==> src/design/wfc_pkg.sv <==
`timescale 1ns / 1ps

package wfc_pkg;

    // input action codes
    typedef enum logic [1:0] {
        ACT_TEXT  = 2'd0,
        ACT_FLUSH = 2'd1,
        ACT_READ  = 2'd2,
        ACT_CLEAR = 2'd3
    } wfc_action_t;

    // classified commands passed from front to back
    typedef enum logic [1:0] {
        CMD_APPEND,
        CMD_FINISH,
        CMD_READ,
        CMD_CLEAR
    } wfc_op_t;

    typedef struct packed {
        wfc_op_t     op;
        logic [7:0]  ch;
        logic [9:0]  sel;
    } wfc_cmd_t;

    typedef struct packed {
        logic [9:0]  entry_index;
        logic [23:0] word_count;
        logic [7:0]  char_out;
        logic        last;
        logic        is_new;
        logic        table_full;
        logic        truncated;
        logic        entry_valid;
    } wfc_result_t;

    typedef enum logic [2:0] {
        ST_IDLE,
        ST_SEARCH,
        ST_DONE,
        ST_STREAM,
        ST_REJECT
    } wfc_state_t;

    localparam int unsigned COUNT_W   = 24;
    localparam logic [23:0] COUNT_MAX = 24'hFF_FFFF;

    localparam logic [7:0] CHAR_UPPER_A = 8'h41;
    localparam logic [7:0] CHAR_UPPER_Z = 8'h5A;
    localparam logic [7:0] CHAR_LOWER_A = 8'h61;
    localparam logic [7:0] CHAR_LOWER_Z = 8'h7A;
    localparam logic [7:0] CHAR_HYPHEN  = 8'h2D;
    localparam logic [7:0] CASE_OFFSET  = CHAR_LOWER_A - CHAR_UPPER_A;

    localparam int unsigned QUEUE_DEPTH = 4;
    localparam int unsigned QUEUE_AW    = 2;
    localparam int unsigned QUEUE_CW    = 3;

endpackage

==> src/design/wfc_front.sv <==
`timescale 1ns / 1ps

module wfc_front (
    input  logic              clk,
    input  logic              rst_n,
    input  logic              in_valid,
    output logic              in_ready,
    input  logic [1:0]        action,
    input  logic [7:0]        text_byte,
    input  logic [9:0]        entry_select,
    output logic              cmd_valid,
    output wfc_pkg::wfc_cmd_t cmd,
    input  logic              cmd_pop
);
    import wfc_pkg::*;

    wfc_cmd_t                cls_cmd;
    wfc_cmd_t                q_reg [QUEUE_DEPTH];
    logic [QUEUE_AW-1:0]     wr_ptr_reg, wr_ptr_next;
    logic [QUEUE_AW-1:0]     rd_ptr_reg, rd_ptr_next;
    logic [QUEUE_CW-1:0]     cnt_reg, cnt_next;
    logic                    push;
    logic                    pop;

    // classify the incoming item
    always_comb
    begin
        cls_cmd     = '0;
        cls_cmd.sel = entry_select;
        cls_cmd.op  = CMD_FINISH;
        case (wfc_action_t'(action))
            ACT_TEXT:
            begin
                if (text_byte inside {[CHAR_UPPER_A:CHAR_UPPER_Z]})
                begin
                    cls_cmd.op = CMD_APPEND;
                    cls_cmd.ch = text_byte + CASE_OFFSET;
                end
                else if (text_byte inside {[CHAR_LOWER_A:CHAR_LOWER_Z], CHAR_HYPHEN})
                begin
                    cls_cmd.op = CMD_APPEND;
                    cls_cmd.ch = text_byte;
                end
                else
                begin
                    cls_cmd.op = CMD_FINISH;
                end
            end
            ACT_FLUSH: cls_cmd.op = CMD_FINISH;
            ACT_READ:  cls_cmd.op = CMD_READ;
            ACT_CLEAR: cls_cmd.op = CMD_CLEAR;
            default:   cls_cmd.op = CMD_FINISH;
        endcase
    end

    assign in_ready  = (cnt_reg != QUEUE_CW'(QUEUE_DEPTH));
    assign cmd_valid = (cnt_reg != '0);
    assign cmd       = q_reg[rd_ptr_reg];
    assign push      = in_valid && in_ready;
    assign pop       = cmd_pop && cmd_valid;

    always_comb
    begin
        wr_ptr_next = push ? wr_ptr_reg + 1'b1 : wr_ptr_reg;
        rd_ptr_next = pop ? rd_ptr_reg + 1'b1 : rd_ptr_reg;
        cnt_next    = cnt_reg + QUEUE_CW'(push) - QUEUE_CW'(pop);
    end

    always_ff @(posedge clk or negedge rst_n)
    begin
        if (!rst_n)
        begin
            wr_ptr_reg <= '0;
            rd_ptr_reg <= '0;
            cnt_reg    <= '0;
        end
        else
        begin
            wr_ptr_reg <= wr_ptr_next;
            rd_ptr_reg <= rd_ptr_next;
            cnt_reg    <= cnt_next;
        end
    end

    always_ff @(posedge clk)
    begin
        if (push)
        begin
            q_reg[wr_ptr_reg] <= cls_cmd;
        end
    end

endmodule

==> config.mk <==
export PLATFORM = sky130hd
export DESIGN_NAME = wfc_front
export DESIGN_NICKNAME = d
export VERILOG_FILES = /design/src/design/wfc_pkg.sv /design/src/design/wfc_front.sv
export SDC_FILE = /design/constraint.sdc
export NUM_CORES = 1
export LEC_CHECK = 0
export BUFFER_PORTS_ARGS = -buffer_cell sky130_fd_sc_hd__buf_2
export CAP_MARGIN = 20
export CORE_MARGIN = 2
export CORE_UTILIZATION = 40
export DETAILED_ROUTE_END_ITERATION = 6
export PLACE_DENSITY = 0.68
export SLEW_MARGIN = 10
export SYNTH_ARGS = -nofsm -noshare
export SYNTH_HDL_FRONTEND = slang
export SYNTH_SLANG_ARGS = --single-unit
==> constraint.sdc <==
create_clock -name clk -period 2.4 [get_ports clk]
set_clock_uncertainty 0.05 [all_clocks]
set_input_delay 0.36 -clock clk [delete_from_list [all_inputs] [get_ports clk]]
set_output_delay 0.36 -clock clk [all_outputs]
set_load 0.05 [all_outputs]
Word-level counts from Yosys, hierarchy flattened
Memories as Yosys holds them, arrays and structs flattened.
Index checks and enable logic that the tools add are counted.

word-level totals
  word-level logic and storage cells = 32
  bits in writable memories = 80
  memories kept = 1
  bits in registers = 7

operators by class
  add/sub/neg operators = 5
  reductions and logical operators = 7
  magnitude comparators = 4
  multiplexer cells = 7
  equal/unequal tests = 5

memory list
  memory  depth  width  rd ports  clocked after Yosys merged registers in  write ports  line             RTL
  q_reg   4      20     1         0                                        1            wfc_front.sv:18  wfc_cmd_t q_reg [QUEUE_DEPTH];

operator list
  operator                                                               count
  8-bit by 7-bit >= comparator with 1-bit output, second input constant  2
  8-bit by 7-bit <= comparator with 1-bit output, second input constant  2
  8-bit two-way mux                                                      2
  10-bit two-way mux                                                     1
  8-bit by 6-bit adder with 8-bit output, second input constant          1
  8-bit by 6-bit equality test with 1-bit output, second input constant  1
  2-bit one-hot mux with 4 select lines                                  1
  2-bit by 1-bit adder with 2-bit output, second input constant          2
  2-bit equality test, second input constant                             2
  1-bit logical AND                                                      4
  3-bit by 1-bit adder with 3-bit output                                 1
  1-bit two-way mux                                                      3
  3-bit inequality test, second input constant                           1
  3-bit nonzero test                                                     1
  3-bit by 1-bit subtractor with 3-bit output                            1
  2-bit by 1-bit equality test with 1-bit output, second input constant  1
  2-bit logical NOT                                                      1
  2-bit nonzero test                                                     1

Depth between registers and ports, before layout
Gate-level depths: netlist (run 1).

  depth in word-level cells = 6
  mapped depth = 9

Worst setup path after synthesis (run 1)
OpenSTA, ideal clock, no wires.

  path kind = reg2reg
  start point = reg cnt_reg[1]
  end point = reg cnt_reg[2]
  data required time = 2.227 ns
  cell stages (with the launch flop) = 10
  path slack = -0.057 ns
  setup time = 0.123 ns
  arrival time = 2.284 ns
  cells stage by stage = dfrtp_1 -> or3b_1 -> and2_4 -> inv_1 -> ha_1 -> inv_1 -> ha_1 -> fa_1 -> xnor2_1 -> xnor2_1

between the ends
  cells in the longest elaborated chain, start to end = 4
  elaborated cells on any way between the ends = 6
  classes of those cells = add/sub (2); eq/ne (1); reduce/logical (3)

RTL lines
  item                                         line             RTL
  start: declaration                           wfc_front.sv:21  logic [QUEUE_CW-1:0] cnt_reg, cnt_next;
  start signal: assignment                     wfc_front.sv:81  cnt_reg <= cnt_next;
  3-bit inequality test                        wfc_front.sv:56  assign in_ready = (cnt_reg != QUEUE_CW'(QUEUE_DEPTH));
  net in_ready                                 wfc_front.sv:7   output logic in_ready,
  1-bit logical AND                            wfc_front.sv:59  assign push = in_valid && in_ready;
  3-bit by 1-bit adder with 3-bit output       wfc_front.sv:66  cnt_next = cnt_reg + QUEUE_CW'(push) - QUEUE_CW'(pop);
  3-bit by 1-bit subtractor with 3-bit output  wfc_front.sv:66
  net cnt_next[2]                              wfc_front.sv:21

The timed path passes the listed nets, and every way through them passes these cells.
A chain may end at the register's enable or synchronous reset.

Final worst setup path (run 1)
  start point = reg cnt_reg[1]
  end point = reg cnt_reg[2]

between the ends
  cells in the longest elaborated chain, start to end = 4
  elaborated cells on any way between the ends = 6
  classes of those cells = add/sub (2); eq/ne (1); reduce/logical (3)

RTL lines
  item                                           line
  3-bit inequality test                          wfc_front.sv:56
  1-bit logical AND                              wfc_front.sv:59
  3-bit by 1-bit adder with 3-bit output         wfc_front.sv:66
  3-bit by 1-bit subtractor with 3-bit output *  wfc_front.sv:66
  net cnt_next[2]                                wfc_front.sv:21

The timed path passes the listed nets; every way through them passes the cells marked *.

==> flow_summary.yaml, run 1 <==
flow_run:
  maxCapViolCount: 0
clock_network:
  numCtsBuffers: 9
  cts_sinks: 87
  cts_tree: "yes"
  cts.repair.resized: 0
  htreeDepth: 3
  clock_latency_ps: 340
  clockBufferDepth: 2
  root_buffer: "clkbuf_8"
  cts.clk_slew.worst_paths_ps: 80
timing:
  tightest_slew_ps: 1030
  layout_min_cycle_time_ps: 2220
  hold_viol_final: 0
  maxSlewHeadroom_pct: 31.2
  fin_tns_setup_ps: 0
  finalCritPeriodShare_pct: 92.6
  max_freq_ghz: 0.450
  rsz0062_at_grt: "false"
  maxSlewViolCount: 0
  setup_viol: 0
global_route:
  grt_pass1_wl_mm: 9.38
  antenna_found_initial: 0
  grt_pass1_vias: 1822
  grt_max_degree: 21
  grt-ovfl-total: 0
  gr-usage-all-layers_pct: 13.3
detailed_routing:
  vias: 1735
  drc: 0
  wl_mm: 5.77
  drtIter0Drc: 51
  post_drt_wl_per_cell_um: 17.0
  via_per_inst: 5.12
  ant_nets: 0
  drtPass1Iterations: 4
synthesis:
  netlist_top_cells_count: "edfxtp_1, mux4_2, inv_1"
  yosys-top-cells-area: "edfxtp_1, mux4_2, dfrtp_1"
  synth_area_per_cell_um2: 20.6
  muxShareOfSynthArea_pct: 13.4
  synth-compound-area-share_pct: 1.98
  synth_top_area_share_pct: 69.1
  yosys_warnings: 0
  ys_seq_area_share_pct: 74.2
  synth_seq_cells: 87
  synth_xor_area_share_pct: 1.26
  synthSimpleGateAreaFrac_pct: 4.10
  syn-cell-area_um2: 3480
  yosysUniqueCellTypes: 30
  ys_async_sr_fraction_pct: 8.05
  syn-num-nets: 201
  synth_top_family_by_area: "multiplexers"
  yosys.area_share.adder_pct: 3.10
  yosys.area.top_type: "edfxtp_1"
  yosysMostFrequentCell: "edfxtp_1"
  synth_edf_count: 80
  syn_inst: 169
  synth_ff_type: "edfxtp_1"
die:
  fp.dieH_um: 97.2
  die_w_um: 97.2
  die_area_um2: 9450
  boundaryPins: 46
  rows: 34
  initial_core_util_pct: 40.6
  core_um2: 8550
layout:
  stdcell_count: 339
  fin_nets: 260
  multi_input_area_um2: 831
  areaGrowthSynthToFinish_pct: 16.4
  largest_reg_flops: 80
  final_area_um2: 4050
  ff_latch_area_um2: 2580
  drive_above_1_share_pct: 37.7
  antenna_cells: 0
  fillers: 741
worst_setup_path:
  worstPathArrival_ps: 2440
  max_stage_delay_ps: 430
  cpLargestDelayFamily: "adder cells"
  crit_required_ps: 2620
  start_kind: "flip-flop"
  crit_buf_inv: 2
  worstPathMaxFanout: 6
  cp_slowest_cell: "or3b_4"
  crit_type: "reg2reg"
  worstPathCellList: "or3b_4 -> and2_4 -> inv_1 -> ha_1 -> inv_1 -> ha_1 -> fa_1 -> xnor2_1 -> xnor2_1"
  cp-end-kind: "flip-flop"
pwr:
  p_per_area_nw_per_um2: 1270
  leakage_nw: 1.48
  max-vdd-ir-drop_mv: 0.467
hold_path:
  holdCritPathClass: "in2reg"
placed_design:
  place_area_um2: 3850
  dp_cells: 321
  dpl.hpwl_mm: 3.79
  gp_congestion: 0.678
  portBuffers: 45
run_status:
  status: "complete, no violations"
## cells in the final DEF (no fill, tap or decap), drive strengths merged, types with 6 or more instances in the layout
master and instances:
inv 13, dfrtp 7, nor4 6, mux4 20, edfxtp 80, buf 52
clkbuf 10, ha 7
## layer usage
| metal | vias up | global-route usage (%) | wire, um |
|---|---|---|---|
| li1 | 801 | - | - |
| met1 | 888 | 16.4 | 2480 |
| met2 | 37 | 22.2 | 2940 |
| met3 | 9 | 3.38 | 243 |
| met4 | 0 | 6.09 | 110 |
| met5 | - | 0 | 0 |
## metrics by stage
stage               hold slack, ps  utilization [%]  power [mW]  setup slack [ps]
finish                         177             47.3        5.14               178
global route                   168             47.3        5.41              46.0
CTS                            170             46.8        5.17               157
detailed placement             153             45.0        4.38               189
global placement               155             45.0        4.35               209
floorplan                     14.4                -        3.84               142
## worst paths after layout
check	start	end	slack, ps	cells after the start
min in group asynchronous	rst_n	cnt_reg[2]$_DFF_PN0_	320	2
min	entry_select[5]	q_reg[0][5]$_DFFE_PP_	180	1
max reg2reg	cnt_reg[1]$_DFF_PN0_	cnt_reg[2]$_DFF_PN0_	180	9
min reg2reg	cnt_reg[0]$_DFF_PN0_	cnt_reg[0]$_DFF_PN0_	520	1
max in group asynchronous	rst_n	cnt_reg[1]$_DFF_PN0_	1820	2
max	cnt_reg[1]$_DFF_PN0_	cnt_reg[2]$_DFF_PN0_	180	9
## where the power goes
part           switching, mW  internal [mW]
Combinational           1.47          0.740
Clock                  0.447          0.351
Sequential             0.123           2.00
## cells by family after synthesis
logic type,Yosys count
muxes,21
buffers and inverters,18
and+or+nand+nor,22
DFF,87
adders and majority gates,8
xor gates and xnor gates,5
AOI/OAI and AO/OA,8
## layout make-up
cell class	instances	share of cell area [%]
well taps	108	3.34
multi-input cells	64	20.5
repair buffers	53	7.67
clock buffers	10	3.15
clock inverters	4	0.371
flip-flops and latches	87	63.7
inverters	13	1.21
## timing repair
item                                   in CTS  in global routing
buffers inserted                            0                  0
endpoints found under the hold margin       7                  0
hold buffers                                1                  0
(Power assumes the default switching activity.)
==> run 2: changes to the inputs <==
- PLACE_DENSITY: 0.68 -> 0.62
- SLEW_MARGIN: 10 -> 20
==> flow_summary.yaml, run 2 (synthesis results as in run 1) <==
run_status:
  status: "complete, no violations"
detailed_routing:
  wl_mm: 5.88
  drc: 0
  ant_nets: 0
  drtPass1Iterations: 4
  via_per_inst: 5.07
  drtIter0Drc: 52
  vias: 1707
  post_drt_wl_per_cell_um: 17.5
timing:
  max_freq_ghz: 0.445
  finalWorstSetupSlack_ps: 154
  maxSlewViolCount: 0
  hold_viol_final: 0
  maxSlewHeadroom_pct: 31.5
  tightest_slew_ps: 1030
  rsz0062_at_grt: "false"
  layout_min_cycle_time_ps: 2250
  finalCritPeriodShare_pct: 93.6
  setup_viol: 0
  fin_tns_setup_ps: 0
clock_network:
  clock_latency_ps: 340
  cts_hold_buf: 1
  cts_setup_buffers: 0
  cts.clk_slew.worst_paths_ps: 80
  cts_sinks: 87
  cts_tree: "yes"
  cts.repair.resized: 0
  clockBufferDepth: 2
  numCtsBuffers: 9
  root_buffer: "clkbuf_8"
  htreeDepth: 3
die:
  initial_core_util_pct: 40.6
  fp.dieH_um: 97.2
  die_area_um2: 9450
  boundaryPins: 46
  core_um2: 8550
  rows: 34
  die_w_um: 97.2
global_route:
  antenna_found_initial: 0
  grt_pass1_wl_mm: 9.32
  grt_max_degree: 22
  grt_pass1_vias: 1770
  gr-usage-all-layers_pct: 13.1
  grt-ovfl-total: 0
pwr:
  power_frac_seq_pct: 38.3
  comb_power_share_pct: 40.1
  switching_share_pct: 38.0
  switchingPower_mw: 2.08
  clkPwrFrac_pct: 21.7
  p_per_area_nw_per_um2: 1340
  leakage_nw: 1.50
  max-vdd-ir-drop_mv: 0.569
  intPower_mw: 3.39
placed_design:
  pre_cts_ws_ps: 167
  portBuffers: 45
  dpl.hpwl_mm: 3.66
  place_area_um2: 3840
  gp_congestion: 0.755
hold_path:
  holdCritPathClass: "in2reg"
  holdPathEnd: "q_reg[0][1]$_DFFE_PP_"
  min_from: "entry_select[1]"
  hold_depth: 1
layout:
  antenna_cells: 0
  multi_input_area_um2: 835
  final_common_cell: "edfxtp_1"
  largest_reg_flops: 80
  areaGrowthSynthToFinish_pct: 17.6
  finish.utilization_pct: 47.8
  ff_latch_area_um2: 2580
  drive_above_1_share_pct: 39.7
  fillers: 714
  final_cell_mix: "edfxtp_1, buf_2, mux4_2"
  fin_nets: 256
  final_area_um2: 4090
worst_setup_path:
  crit_required_ps: 2620
  crit_type: "reg2reg"
  rrSetupSlack_ps: 150
  worstPathCellList: "or3b_4 -> and2_4 -> inv_1 -> ha_1 -> inv_1 -> ha_1 -> fa_1 -> xnor2_1 -> xnor2_1"
  start_kind: "flip-flop"
  worstPathArrival_ps: 2460
  cp_slowest_cell: "or3b_4"
  worstRegToRegCells: 9
  max_stage_delay_ps: 430
  crit-reg2reg-launch: "cnt_reg[1]$_DFF_PN0_"
  worstPathMaxFanout: 6
  cp-end-kind: "flip-flop"
  rr_endpoint: "cnt_reg[2]$_DFF_PN0_"
flow_run:
  maxCapViolCount: 0
-- run 2: power by group through the flow --
stage	sequential, mW	combinational (mW)	clock [mW]
after CTS	2.10	2.24	1.20
after global placement	2.12	2.21	0
after global routing	2.12	2.34	1.26
after detailed placement	2.14	2.23	0
final	2.09	2.19	1.18
after floorplan	2.11	1.73	0
-- run 2: critical path, delay by kind of cell (launching register included) --
family,cells,cell delay [ps]
fa+ha+maj,3,680
buf+inv,2,90
flops,1,410
simple gates,2,620
xor+xnor,2,310
-- run 2: per-layer routing --
metal | GRT usage [%] | share of wire [%] | vias up
met1 | 17.6 | 48 | 860
met2 | 20.4 | 46 | 45
li1 | - | - | 793
met4 | 6.09 | 1.5 | 0
met3 | 3.31 | 4.6 | 9
met5 | 0 | 0 | -
-- run 2: worst max-delay path by stage --
| stage | slack [ps] | endpoint | cells after the start | startpoint |
|---|---|---|---|---|
| final | 150 | cnt_reg[2]$_DFF_PN0_ | 9 | cnt_reg[1]$_DFF_PN0_ |
| after global routing | 10 | cnt_reg[2]$_DFF_PN0_ | 9 | cnt_reg[2]$_DFF_PN0_ |
| after detailed placement | 170 | cnt_reg[2]$_DFF_PN0_ | 9 | cnt_reg[0]$_DFF_PN0_ |
| after floorplan | 140 | cnt_reg[2]$_DFF_PN0_ | 9 | cnt_reg[1]$_DFF_PN0_ |
| after global placement | 210 | cnt_reg[2]$_DFF_PN0_ | 9 | cnt_reg[1]$_DFF_PN0_ |
| after CTS | 140 | cmd[13] | 3 | rd_ptr_reg[0]$_DFFE_PN0P_ |
-- run 2: area by class of cell --
class / instances / share of cell area, %
tap: 108 / 3.30
inverter: 13 / 1.19
clock inverter: 6 / 2.63
timing repair buffer: 49 / 6.30
multi-input combinational: 64 / 20.4
clock buffer: 10 / 3.12
sequential: 87 / 63.0
-- run 2: per-stage QoR --
step,total power [mW],hold slack [ps],cells
global route,5.73,168,337
floorplan,3.84,14.4,169
detailed placement,4.37,152,320
CTS,5.54,165,337
global placement,4.33,154,320
finish,5.47,183,337
==> run 3: changes to the inputs <==
- PLACE_DENSITY: 0.62 -> 0.66
- clock period: 2.4 -> 2.5 ns (I/O delays scaled with it)
==> flow_summary.yaml, run 3 (synthesis results as in run 1) <==
worst_setup_path:
  crit_type: "reg2reg"
  worstPathArrival_ps: 2490
  crit-reg2reg-launch: "cnt_reg[1]$_DFF_PN0_"
  start_kind: "flip-flop"
  worstPathCellList: "or3b_1 -> and2_4 -> inv_1 -> ha_1 -> inv_1 -> ha_1 -> fa_1 -> xnor2_1 -> xnor2_1"
  cpLargestDelayFamily: "simple AND/OR/NAND/NOR gates"
  max_stage_delay_ps: 460
  crit_buf_inv: 2
  worstRegToRegCells: 9
  worst-path-stages: 9
  cp_slowest_cell: "or3b_1"
  worstPathMaxFanout: 6
  rr_endpoint: "cnt_reg[2]$_DFF_PN0_"
  cp-end-kind: "flip-flop"
  crit_required_ps: 2730
  rrSetupSlack_ps: 230
run_status:
  status: "complete, no violations"
timing:
  max_freq_ghz: 0.441
  finalCritPeriodShare_pct: 90.7
  finalWorstSetupSlack_ps: 233
  hold_viol_final: 0
  whs_ps: 194
  tightest_slew_ps: 1050
  fin_tns_setup_ps: 0
  rsz0062_at_grt: "false"
  layout_min_cycle_time_ps: 2270
  setup_viol: 0
  maxSlewHeadroom_pct: 30.1
  maxSlewViolCount: 0
global_route:
  gr-usage-all-layers_pct: 13.5
  grt-ovfl-total: 0
  antenna_found_initial: 0
  grt_pass1_vias: 1793
  grt_max_degree: 21
  grt_pass1_wl_mm: 9.52
hold_path:
  min_from: "entry_select[2]"
  hold_depth: 1
  holdCritPathClass: "in2reg"
  holdPathEnd: "q_reg[3][2]$_DFFE_PP_"
detailed_routing:
  via_per_inst: 5.14
  vias: 1739
  drtIter0Drc: 76
  drtPass1Iterations: 6
  post_drt_wl_per_cell_um: 17.3
  ant_nets: 0
  wl_mm: 5.83
  drc: 0
layout:
  stdcell_count: 338
  fin_nets: 257
  fillers: 714
  final_common_cell: "edfxtp_1"
  drive_above_1_share_pct: 38.3
  finish.utilization_pct: 47.5
  final_cell_mix: "edfxtp_1, buf_2, mux4_2"
  largest_reg_flops: 80
  areaGrowthSynthToFinish_pct: 16.8
  antenna_cells: 0
flow_run:
  maxCapViolCount: 0
clock_network:
  clock_latency_ps: 350
  clockBufferDepth: 2
  root_buffer: "clkbuf_8"
  cts_tree: "yes"
  numCtsBuffers: 9
  cts_sinks: 87
  htreeDepth: 3
  cts.repair.resized: 0
  cts.clk_slew.worst_paths_ps: 70
die:
  die_area_um2: 9450
  boundaryPins: 46
  rows: 34
  fp.dieH_um: 97.2
  initial_core_util_pct: 40.6
  core_um2: 8550
  die_w_um: 97.2
placed_design:
  dpl.hpwl_mm: 3.64
  gp_congestion: 0.750
  pre_cts_ws_ps: 246
  dp_cells: 320
  portBuffers: 45
pwr:
  leakage_nw: 1.48
  max-vdd-ir-drop_mv: 0.437
  p_per_area_nw_per_um2: 1240
[run 3: where the power goes]
part | leakage, nW | switching, mW | internal [mW]
registers | 0.839 | 0.0958 | 1.92
clock network | 0.0880 | 0.454 | 0.458
logic | 0.551 | 1.42 | 0.692
[run 3: what timing repair did]
item,4_1_cts,5_1_grt
hold buffers,1,0
setup buffers,0,0
hold endpoints to repair,7,0
[run 3: stage by stage]
| stage | area [um^2] | total power [mW] |
|---|---|---|
| after floorplan | 3480 | 3.68 |
| after global placement | 3850 | 4.16 |
| after detailed placement | 3850 | 4.20 |
| after CTS | 4040 | 5.12 |
| after global routing | 4060 | 5.31 |
| final | 4060 | 5.04 |
[run 3: cell type report]
type                       instances  area [um^2]  share of cell area [%]
inverter                          13         48.8                    1.20
timing repair buffer              50          285                    7.03
tap                              108          135                    3.33
clock buffer                      12          135                    3.33
multi-input combinational         64          831                    20.5
sequential                        87         2580                    63.5
clock inverter                     4         46.3                    1.14
[run 3: layer usage]
layer	global-route usage (%)	part of all wire (%)
met1	17.7	45
met2	21.0	49
met3	4.17	5.0
met4	5.45	1.3
met5	0	0
[run 3: worst max path at each step]
stage | startpoint | endpoint | slack (ps)
final | cnt_reg[1]$_DFF_PN0_ | cnt_reg[2]$_DFF_PN0_ | 230
after global routing | cnt_reg[1]$_DFF_PN0_ | cnt_reg[2]$_DFF_PN0_ | 60
after CTS | cnt_reg[1]$_DFF_PN0_ | cnt_reg[2]$_DFF_PN0_ | 220
after detailed placement | cnt_reg[1]$_DFF_PN0_ | cnt_reg[2]$_DFF_PN0_ | 250
after global placement | cnt_reg[1]$_DFF_PN0_ | cnt_reg[2]$_DFF_PN0_ | 270
after floorplan | cnt_reg[1]$_DFF_PN0_ | cnt_reg[2]$_DFF_PN0_ | 40
